`src/rtl/assert_macros.svh`:
```
// Assertion macros for the nearest waypoint block.
// Included by the top level; no other dependencies.
`ifndef ASSERT_MACROS_SVH
`define ASSERT_MACROS_SVH

// check a property on every clock edge outside reset
`define NWHP_ASSERT(label, prop, msg) \
    label: assert property (@(posedge i_clk) disable iff (!i_rst_n) prop) else $error(msg);

// check an implication on every clock edge outside reset
`define NWHP_IMPLY(label, cond, prop, msg) \
    `NWHP_ASSERT(label, (cond) |-> (prop), msg)

`endif

```
`src/rtl/nwhp_pkg.sv`:
```
// Shared types and constants for the nearest waypoint heading penalty block.
// No dependencies.
`timescale 1ns / 1ps
package nwhp_pkg;
    localparam int MAX_WAYPOINTS_DEF = 4096;
    localparam int POS_W   = 24;
    localparam int HEAD_W  = 16;
    localparam int PEN_W   = 24;
    localparam int ANG_W   = 15;
    localparam int IDX_W   = 12;
    localparam int COST_W  = 26;
    localparam int DIFF_W  = POS_W + 1;
    localparam int SQ_W    = 2 * POS_W;
    localparam int SUM_W   = SQ_W + 1;
    localparam int ROOT_STEPS = (SUM_W + 1) / 2;
    localparam int STEP_W  = $clog2(ROOT_STEPS + 1);

    localparam logic [COST_W-1:0] COST_ONES = '1;
    localparam logic [PEN_W-1:0]  PENALTY_RESET = 24'd3840;
    localparam logic [ANG_W-1:0]  ANGLE_RESET = 15'd12868;
    localparam logic [HEAD_W:0]   PI_Q = 17'd25736;
    localparam logic [HEAD_W+1:0] TWO_PI_Q = 18'd51472;

    typedef enum logic [1:0] {
        KIND_BEGIN    = 2'd0,
        KIND_WAYPOINT = 2'd1,
        KIND_END      = 2'd2
    } t_kind;

    typedef enum logic {
        REG_PENALTY = 1'b0,
        REG_ANGLE   = 1'b1
    } t_reg;

    typedef enum logic [2:0] {
        S_IDLE,
        S_SQ,
        S_SUM,
        S_ROOT,
        S_CMP,
        S_END
    } t_state;

    typedef struct packed {
        logic begin_q;
        logic take_wp;
        logic mark_ovf;
        logic sq_en;
        logic sqrt_init;
        logic sqrt_step;
        logic acc;
        logic load_out;
    } t_cmd;

    typedef struct packed {
        logic full;
    } t_stat;
endpackage

```
`src/rtl/nwhp_ctrl.sv`:
```
// Controller for the nearest waypoint block: sequences the square root and
// the output register. Depends on nwhp_pkg.
`timescale 1ns / 1ps
module nwhp_ctrl (
    input  logic            i_clk,
    input  logic            i_rst_n,
    input  logic            i_valid,
    input  logic [1:0]      i_kind,
    output logic            o_stall,
    output logic            o_valid,
    input  logic            i_stall,
    input  nwhp_pkg::t_stat i_stat,
    output nwhp_pkg::t_cmd  o_cmd,
    output nwhp_pkg::t_state o_state
);
    nwhp_pkg::t_state r_state, n_state;
    logic [nwhp_pkg::STEP_W-1:0] r_step, n_step;
    logic r_valid, n_valid;
    logic acc_in;
    logic out_free;

    assign acc_in   = i_valid && (r_state == nwhp_pkg::S_IDLE);
    assign out_free = !r_valid || !i_stall;
    assign o_stall  = (r_state != nwhp_pkg::S_IDLE);
    assign o_valid  = r_valid;
    assign o_state  = r_state;

    always_comb begin
        n_state = r_state;
        unique case (r_state)
            nwhp_pkg::S_IDLE: begin
                if (acc_in && i_kind == nwhp_pkg::KIND_WAYPOINT && !i_stat.full) begin
                    n_state = nwhp_pkg::S_SQ;
                end else if (acc_in && i_kind == nwhp_pkg::KIND_END && !out_free) begin
                    n_state = nwhp_pkg::S_END;
                end
            end
            nwhp_pkg::S_SQ:   n_state = nwhp_pkg::S_SUM;
            nwhp_pkg::S_SUM:  n_state = nwhp_pkg::S_ROOT;
            nwhp_pkg::S_ROOT: begin
                if (r_step == nwhp_pkg::STEP_W'(nwhp_pkg::ROOT_STEPS - 1)) begin
                    n_state = nwhp_pkg::S_CMP;
                end
            end
            nwhp_pkg::S_CMP:  n_state = nwhp_pkg::S_IDLE;
            nwhp_pkg::S_END: begin
                if (out_free) begin
                    n_state = nwhp_pkg::S_IDLE;
                end
            end
            default: n_state = nwhp_pkg::S_IDLE;
        endcase
    end

    always_comb begin
        o_cmd = '0;
        n_step = '0;
        unique case (r_state)
            nwhp_pkg::S_IDLE: begin
                if (acc_in) begin
                    unique case (i_kind)
                        nwhp_pkg::KIND_BEGIN:    o_cmd.begin_q = 1'b1;
                        nwhp_pkg::KIND_WAYPOINT: begin
                            o_cmd.take_wp  = !i_stat.full;
                            o_cmd.mark_ovf = i_stat.full;
                        end
                        nwhp_pkg::KIND_END:      o_cmd.load_out = out_free;
                        default: ;
                    endcase
                end
            end
            nwhp_pkg::S_SQ:   o_cmd.sq_en = 1'b1;
            nwhp_pkg::S_SUM:  o_cmd.sqrt_init = 1'b1;
            nwhp_pkg::S_ROOT: begin
                o_cmd.sqrt_step = 1'b1;
                n_step = r_step + 1'b1;
            end
            nwhp_pkg::S_CMP:  o_cmd.acc = 1'b1;
            nwhp_pkg::S_END:  o_cmd.load_out = out_free;
            default: ;
        endcase
    end

    always_comb begin
        n_valid = r_valid;
        if (o_cmd.load_out) begin
            n_valid = 1'b1;
        end else if (r_valid && !i_stall) begin
            n_valid = 1'b0;
        end
    end

    always_ff @(posedge i_clk) begin
        if (!i_rst_n) begin
            r_state <= nwhp_pkg::S_IDLE;
            r_step  <= '0;
            r_valid <= 1'b0;
        end else begin
            r_state <= n_state;
            r_step  <= n_step;
            r_valid <= n_valid;
        end
    end
endmodule

```
`src/rtl/nwhp_dp.sv`:
```
// Datapath for the nearest waypoint block: pose, distance squares,
// bit-serial square root, argmin and result register. Depends on nwhp_pkg.
`timescale 1ns / 1ps
module nwhp_dp #(
    parameter int MAX_WAYPOINTS = nwhp_pkg::MAX_WAYPOINTS_DEF
) (
    input  logic                                 i_clk,
    input  logic                                 i_rst_n,
    input  nwhp_pkg::t_cmd                       i_cmd,
    output nwhp_pkg::t_stat                      o_stat,
    input  logic                                 i_cfg_we,
    input  logic                                 i_cfg_index,
    input  logic [nwhp_pkg::PEN_W-1:0]           i_cfg_data,
    input  logic signed [nwhp_pkg::POS_W-1:0]    i_pos_x,
    input  logic signed [nwhp_pkg::POS_W-1:0]    i_pos_y,
    input  logic signed [nwhp_pkg::HEAD_W-1:0]   i_heading,
    output logic                                 o_found,
    output logic [nwhp_pkg::IDX_W-1:0]           o_nearest_index,
    output logic [nwhp_pkg::COST_W-1:0]          o_best_cost,
    output logic                                 o_overflow
);
    localparam int CW = $clog2(MAX_WAYPOINTS + 1);
    localparam int SW = nwhp_pkg::SUM_W;

    logic [nwhp_pkg::PEN_W-1:0] r_penalty;
    logic [nwhp_pkg::ANG_W-1:0] r_angle;
    logic signed [nwhp_pkg::POS_W-1:0]  r_vx, r_vy;
    logic signed [nwhp_pkg::HEAD_W-1:0] r_vh;
    logic [CW-1:0] r_seen;
    logic [CW-1:0] r_best_idx;
    logic [nwhp_pkg::COST_W-1:0] r_best;
    logic r_ovf;

    logic signed [nwhp_pkg::DIFF_W-1:0] r_dx, r_dy;
    logic r_pen_on;
    logic [CW-1:0] r_idx;
    logic [nwhp_pkg::SQ_W-1:0] r_sqx, r_sqy;
    logic [SW-1:0] r_rem, r_root, r_bit;
    logic [SW-1:0] trial;

    logic signed [nwhp_pkg::HEAD_W:0]   hdiff;
    logic [nwhp_pkg::HEAD_W:0]          habs;
    logic signed [nwhp_pkg::HEAD_W+1:0] hwrap;
    logic [nwhp_pkg::HEAD_W:0]          hgap;
    logic [nwhp_pkg::COST_W-1:0] cost;

    logic r_found;
    logic [nwhp_pkg::IDX_W-1:0]  r_oidx;
    logic [nwhp_pkg::COST_W-1:0] r_ocost;
    logic r_oovf;

    assign o_stat.full = (r_seen >= CW'(MAX_WAYPOINTS));

    always_comb begin
        hdiff = (nwhp_pkg::HEAD_W+1)'(i_heading) - (nwhp_pkg::HEAD_W+1)'(r_vh);
        habs  = hdiff[nwhp_pkg::HEAD_W] ? nwhp_pkg::HEAD_W'(0) - hdiff : hdiff;
        hwrap = (nwhp_pkg::HEAD_W+2)'(habs);
        if (habs > nwhp_pkg::PI_Q) begin
            hwrap = (nwhp_pkg::HEAD_W+2)'(habs) - nwhp_pkg::TWO_PI_Q;
        end
        hgap = hwrap[nwhp_pkg::HEAD_W+1] ? (nwhp_pkg::HEAD_W+1)'(-hwrap)
                                         : (nwhp_pkg::HEAD_W+1)'(hwrap);
    end

    assign trial = r_root + r_bit;
    assign cost  = nwhp_pkg::COST_W'(r_root)
                 + (r_pen_on ? nwhp_pkg::COST_W'(r_penalty) : nwhp_pkg::COST_W'(0));

    always_ff @(posedge i_clk) begin
        if (!i_rst_n) begin
            r_penalty  <= nwhp_pkg::PENALTY_RESET;
            r_angle    <= nwhp_pkg::ANGLE_RESET;
            r_vx       <= '0;
            r_vy       <= '0;
            r_vh       <= '0;
            r_seen     <= '0;
            r_best_idx <= '0;
            r_best     <= nwhp_pkg::COST_ONES;
            r_ovf      <= 1'b0;
        end else begin
            if (i_cfg_we) begin
                unique case (i_cfg_index)
                    nwhp_pkg::REG_PENALTY: r_penalty <= i_cfg_data;
                    nwhp_pkg::REG_ANGLE:   r_angle <= i_cfg_data[nwhp_pkg::ANG_W-1:0];
                    default: ;
                endcase
            end
            if (i_cmd.begin_q) begin
                r_vx       <= i_pos_x;
                r_vy       <= i_pos_y;
                r_vh       <= i_heading;
                r_seen     <= '0;
                r_best_idx <= '0;
                r_best     <= nwhp_pkg::COST_ONES;
                r_ovf      <= 1'b0;
            end
            if (i_cmd.mark_ovf) begin
                r_ovf <= 1'b1;
            end
            if (i_cmd.take_wp) begin
                r_seen <= r_seen + 1'b1;
            end
            if (i_cmd.acc && cost < r_best) begin
                r_best     <= cost;
                r_best_idx <= r_idx;
            end
        end
    end

    always_ff @(posedge i_clk) begin
        if (i_cmd.take_wp) begin
            r_dx     <= nwhp_pkg::DIFF_W'(i_pos_x) - nwhp_pkg::DIFF_W'(r_vx);
            r_dy     <= nwhp_pkg::DIFF_W'(i_pos_y) - nwhp_pkg::DIFF_W'(r_vy);
            r_pen_on <= hgap > (nwhp_pkg::HEAD_W+1)'(r_angle);
            r_idx    <= r_seen;
        end
        if (i_cmd.sq_en) begin
            r_sqx <= nwhp_pkg::SQ_W'(r_dx * r_dx);
            r_sqy <= nwhp_pkg::SQ_W'(r_dy * r_dy);
        end
        if (i_cmd.sqrt_init) begin
            r_rem  <= SW'(r_sqx) + SW'(r_sqy);
            r_root <= '0;
            r_bit  <= SW'(1) << (2 * (nwhp_pkg::ROOT_STEPS - 1));
        end else if (i_cmd.sqrt_step) begin
            if (r_rem >= trial) begin
                r_rem  <= r_rem - trial;
                r_root <= (r_root >> 1) + r_bit;
            end else begin
                r_root <= r_root >> 1;
            end
            r_bit <= r_bit >> 2;
        end
        if (i_cmd.load_out) begin
            r_found <= (r_seen != '0);
            r_oidx  <= (r_seen != '0) ? nwhp_pkg::IDX_W'(r_best_idx) : '0;
            r_ocost <= (r_seen != '0) ? r_best : '0;
            r_oovf  <= r_ovf;
        end
    end

    assign o_found         = r_found;
    assign o_nearest_index = r_oidx;
    assign o_best_cost     = r_ocost;
    assign o_overflow      = r_oovf;
endmodule

```
`src/rtl/nearest_waypoint_heading_penalty.sv`:
```
// Top level of the nearest waypoint heading penalty block.
// Depends on nwhp_pkg, nwhp_ctrl, nwhp_dp and assert_macros.svh.
//
// Input channel (i_valid / o_stall) takes begin, waypoint and end transactions.
// A begin loads the vehicle pose and clears the search; a waypoint is measured
// against that pose; an end returns found, index, cost and overflow on the
// output channel (o_valid / i_stall). Unused kind 3 is dropped.
// Begin and waypoints past capacity never stall the input. A kept waypoint
// runs pose subtract, square, sum, a 25-step bit-serial square root (one
// result bit per cycle) and the compare into the running minimum, stalling
// the input until the compare is done.
// An end loads the output register in the cycle that accepts it if the register is free.
// While the receiver stalls, the result holds and the next transactions are
// still accepted; only a second end waits until the register frees.
// Configuration writes (i_cfg_valid / o_cfg_ready) are always ready.
// Synchronous active-low reset restores the default penalty and angle, zero
// pose and an empty search; the output channel comes up empty.
`timescale 1ns / 1ps
`include "assert_macros.svh"
module nearest_waypoint_heading_penalty #(
    parameter int MAX_WAYPOINTS = nwhp_pkg::MAX_WAYPOINTS_DEF
) (
    input  logic                                i_clk,
    input  logic                                i_rst_n,
    input  logic                                i_valid,
    output logic                                o_stall,
    input  logic [1:0]                          i_kind,
    input  logic signed [nwhp_pkg::POS_W-1:0]   i_pos_x,
    input  logic signed [nwhp_pkg::POS_W-1:0]   i_pos_y,
    input  logic signed [nwhp_pkg::HEAD_W-1:0]  i_heading,
    output logic                                o_valid,
    input  logic                                i_stall,
    output logic                                o_found,
    output logic [nwhp_pkg::IDX_W-1:0]          o_nearest_index,
    output logic [nwhp_pkg::COST_W-1:0]         o_best_cost,
    output logic                                o_overflow,
    input  logic                                i_cfg_valid,
    output logic                                o_cfg_ready,
    input  logic                                i_cfg_index,
    input  logic [nwhp_pkg::PEN_W-1:0]          i_cfg_data
);
    nwhp_pkg::t_cmd   cmd;
    nwhp_pkg::t_stat  stat;
    nwhp_pkg::t_state state;

    assign o_cfg_ready = 1'b1;

    nwhp_ctrl u_ctrl (
        .i_clk   (i_clk),
        .i_rst_n (i_rst_n),
        .i_valid (i_valid),
        .i_kind  (i_kind),
        .o_stall (o_stall),
        .o_valid (o_valid),
        .i_stall (i_stall),
        .i_stat  (stat),
        .o_cmd   (cmd),
        .o_state (state)
    );

    nwhp_dp #(
        .MAX_WAYPOINTS (MAX_WAYPOINTS)
    ) u_dp (
        .i_clk           (i_clk),
        .i_rst_n         (i_rst_n),
        .i_cmd           (cmd),
        .o_stat          (stat),
        .i_cfg_we        (i_cfg_valid && o_cfg_ready),
        .i_cfg_index     (i_cfg_index),
        .i_cfg_data      (i_cfg_data),
        .i_pos_x         (i_pos_x),
        .i_pos_y         (i_pos_y),
        .i_heading       (i_heading),
        .o_found         (o_found),
        .o_nearest_index (o_nearest_index),
        .o_best_cost     (o_best_cost),
        .o_overflow      (o_overflow)
    );

    `NWHP_IMPLY(a_wp_busy, i_valid && !o_stall && i_kind == nwhp_pkg::KIND_WAYPOINT && !stat.full, ##1 o_stall, "kept waypoint did not start the root sequence")
    `NWHP_IMPLY(a_empty_zero, o_valid && !o_found, o_best_cost == '0 && o_nearest_index == '0, "empty result carries nonzero cost or index")
    `NWHP_IMPLY(a_end_load, $rose(o_valid), $past(state == nwhp_pkg::S_END || (i_valid && !o_stall && i_kind == nwhp_pkg::KIND_END)), "result appeared without an end transaction")
endmodule

```
`config.mk`:
```
export PLATFORM = sky130hd
export DESIGN_NAME = nearest_waypoint_heading_penalty
export DESIGN_NICKNAME = d
export VERILOG_FILES = /design/src/rtl/nwhp_pkg.sv /design/src/rtl/nwhp_ctrl.sv /design/src/rtl/nwhp_dp.sv /design/src/rtl/nearest_waypoint_heading_penalty.sv
export VERILOG_INCLUDE_DIRS = /design/src /design/src/rtl
export SDC_FILE = /design/constraint.sdc
export NUM_CORES = 2
export LEC_CHECK = 0
export ABC_CLOCK_PERIOD_IN_PS = 8700
export BUFFER_PORTS_ARGS = -buffer_cell sky130_fd_sc_hd__buf_2
export CORE_ASPECT_RATIO = 0.5
export CORE_MARGIN = 8
export CORE_UTILIZATION = 32
export DETAILED_ROUTE_END_ITERATION = 16
export SLEW_MARGIN = 20
export SYNTH_ARGS = -nofsm -noshare
export SYNTH_HDL_FRONTEND = slang
export SYNTH_SLANG_ARGS = --single-unit
```
`constraint.sdc`:
```
create_clock -name i_clk -period 8.7 [get_ports i_clk]
set_clock_uncertainty 0.2 [all_clocks]
set_input_delay 1.74 -clock i_clk [delete_from_list [all_inputs] [get_ports i_clk]]
set_output_delay 1.74 -clock i_clk [all_outputs]
set_load 0.005 [all_outputs]
```
==> flow_summary.json <==
{
  "status": "finished clean",
  "clkTransAtPathRegs_ns": 0.07,
  "fin_crit_sh": 0.948,
  "setup_tns_ns": 0,
  "max_freq_mhz": 121,
  "num-nets-final": 9389,
  "n_fill_cell": 22100,
  "grt.met2_usage": 0.263,
  "drv_slew": 0,
  "clock-sinks": 484,
  "cts_tree": "yes",
  "ys_seq_elements": 484,
  "synth_edf_count": 246,
  "post_drt_via_cell_ratio": 4.85,
  "fp.dieArea_mm2": 0.233,
  "pin_count": 139,
  "drive_above_1_share": 0.0660,
  "period_minus_slack_ns": 8.25,
  "dr.pass1.iters": 5,
  "path_class": "reg -> reg",
  "vias": 50800,
  "grtUsageTotal": 0.157,
  "gp_congestion": 0.925,
  "busiest_layer": "met2",
  "htreeDepth": 2,
  "row_count": 121,
  "grt_overflow": 0,
  "fp.dieH_um": 346,
  "grt_pass1_vias": 52700,
  "ctsHoldBuffers": 0,
  "synth_top_area_frac": 0.342,
  "endpoint_kind": "register",
  "worstPathMaxFanout": 9,
  "yosysWarningCount": 0,
  "io_buffers": 137,
  "worstSkewPairLatency_ns": 0.71,
  "critPathLaunchType": "register",
  "clockBufferDepth": 3,
  "maxCapViolCount": 0,
  "synth.area.top_cells": "fa_1 34%, edfxtp_1 11%, ha_1 10%",
  "grt_max_degree": 76,
  "setup_viol": 0,
  "synth_cell_types": 99,
  "syn_area_per_cell_um2": 9.41,
  "wl_um": 183000,
  "cts_root_buf": "clkbuf_16",
  "syn-num-nets": 9252,
  "syn-instance-count": 7392,
  "required_ns": 8.94,
  "arrival_ns": 8.49,
  "numCtsBuffers": 57,
  "syn_area_mm2": 0.0696,
  "drcViolationCount": 0,
  "grt_pass1_wl_um": 293000,
  "rsz0062_at_grt": "false",
  "yosys.area.top_type": "fa_1",
  "drtIter0Drc": 3274,
  "synth_common_cells": "1,362 x inv_1, 1,187 x fa_1, 768 x nand2_1",
  "antenna_found_initial": 9,
  "hold_path_class": "reg -> reg",
  "synth_most_common_cell": "inv_1",
  "hold_viol": 0,
  "core_area_mm2": 0.217,
  "slew_headroom": 0.298,
  "syn2layout_area_growth_pct": 10.1,
  "synthArstFlopShare": 0,
  "seq_area_frac_synth": 0.175,
  "worst_pin_slew_ns": 1.04,
  "grtUsageMet3": 0.0214,
  "wl_per_cell_um": 17.5,
  "grtUsageMet1": 0.207,
  "dp.final_hpwl_um": 150000,
  "ant_nets": 0,
  "die_w_um": 675,
  "initial_core_util": 0.321,
  "synth_ff_type": "edfxtp_1"
}
## logic make-up after synthesis
logic type | after synthesis | share of synthesized area
xor+xnor | 396 | 0.0501
compound gates | 1185 | 0.107
other cells | 1 | 0.0000539
buf+inv | 1600 | 0.0865
mux | 21 | 0.00317
fa+ha+maj | 1764 | 0.445
simple gates | 1941 | 0.133
flops | 484 | 0.175
## placed cells by master (no fill, tap or decap), drive strengths merged, types with 16 or more instances in the layout
master  count
mux2i      16
a21oi     378
fa       1187
nor3       98
edfxtp    246
nor2b      75
a31oi      82
nand2b     68
or2        30
ha        577
nand3      95
dfxtp     238
and2      306
o21bai     28
o31ai      31
nand2     768
clkbuf     74
inv      1366
nor2      338
o21a       44
xor2      166
and3       44
clkinv     22
a211oi     23
a21o      104
or3        30
o21ai     286
a22o       33
buf       310
a21boi     22
xnor2     230
nand4      33
o211ai     20
## layout make-up
class                           instances  area (µm²)  share of cell area
Multi-Input combinational cell       5308       51500               0.672
Sequential cell                       484       12200               0.159
Clock buffer                           74        1580              0.0207
Antenna cell                            3        7.51           0.0000980
Inverter                             1368        5140              0.0671
Timing Repair Buffer                  310        2100              0.0274
Tap cell                             2890        3620              0.0472
Clock inverter                         34         499             0.00652
## worst max-delay path, cell delays in order, from the launching register on
cell and delay [ns]:
edfxtp_1 0.74, inv_1 0.21, nor2_1 0.31, fa_1 0.51, fa_1 0.52, fa_1 0.49
fa_1 0.47, fa_1 0.49, inv_1 0.05, fa_1 0.53, inv_1 0.05, fa_1 0.44
ha_1 0.34, a21o_1 0.22, o41ai_2 0.34, o21bai_1 0.18, a311o_1 0.41, a31oi_1 0.32
o21bai_1 0.20, a221oi_1 0.35, o21ai_1 0.17, a211oi_1 0.34, xnor2_1 0.11
## state kept, by name, summed over array words and instances (netlist names), 13 cells and up
name              count
u_dp.r_rem           49
u_dp.r_root          49
u_dp.r_sqx           47
u_dp.r_sqy           47
u_dp.o_best_cost     26
u_dp.r_best          26
u_dp.r_bit           25
u_dp.r_dx            25
u_dp.r_dy            25
u_dp.r_penalty       24
u_dp.r_vx            24
u_dp.r_vy            24
u_dp.r_vh            16
u_dp.r_angle         15
u_dp.r_seen          13
## path summary, 6_finish.rpt
check               endpoint  cells after the start  slack [ns]          start
min reg2reg  u_dp.o_overflow                      0        0.24     u_dp.r_ovf
max reg2reg   u_dp.r_sqy[45]                     22        0.45  u_dp.r_dy[16]
max           u_dp.r_sqy[45]                     22        0.45  u_dp.r_dy[16]
min          u_dp.o_overflow                      0        0.24     u_dp.r_ovf
## what timing repair did
action / CTS / global route
endpoints found under the hold margin: 0 / 0
buffers inserted: 0 / 40
resized for setup: 0 / 5
endpoints found under the setup margin: 0 / 8
## stage by stage
step | hold slack, ns | instances | worst slack [ns] | utilization | area [µm²]
floorplan | 0.206 | 7392 | 0.734 | - | 69600
global placement | 0.241 | 10300 | 0.398 | 0.342 | 74100
detailed placement | 0.230 | 10300 | 0.247 | 0.342 | 74100
CTS | 0.245 | 10400 | 0.220 | 0.352 | 76200
global route | 0.268 | 10500 | 0.00741 | 0.353 | 76600
finish | 0.240 | 10500 | 0.449 | 0.353 | 76600
## routing by layer
metal | wire [µm] | vias to the layer above | part of all wire
met2 | 87200 | 1099 | 0.48
met5 | 38 | - | 0.00021
met1 | 79300 | 25500 | 0.43
met4 | 7040 | 6 | 0.038
li1 | - | 23900 | -
met3 | 9570 | 258 | 0.052
Power is not shown: default switching activity piles up to over one toggle a cycle in this logic, so the estimate is an artifact.
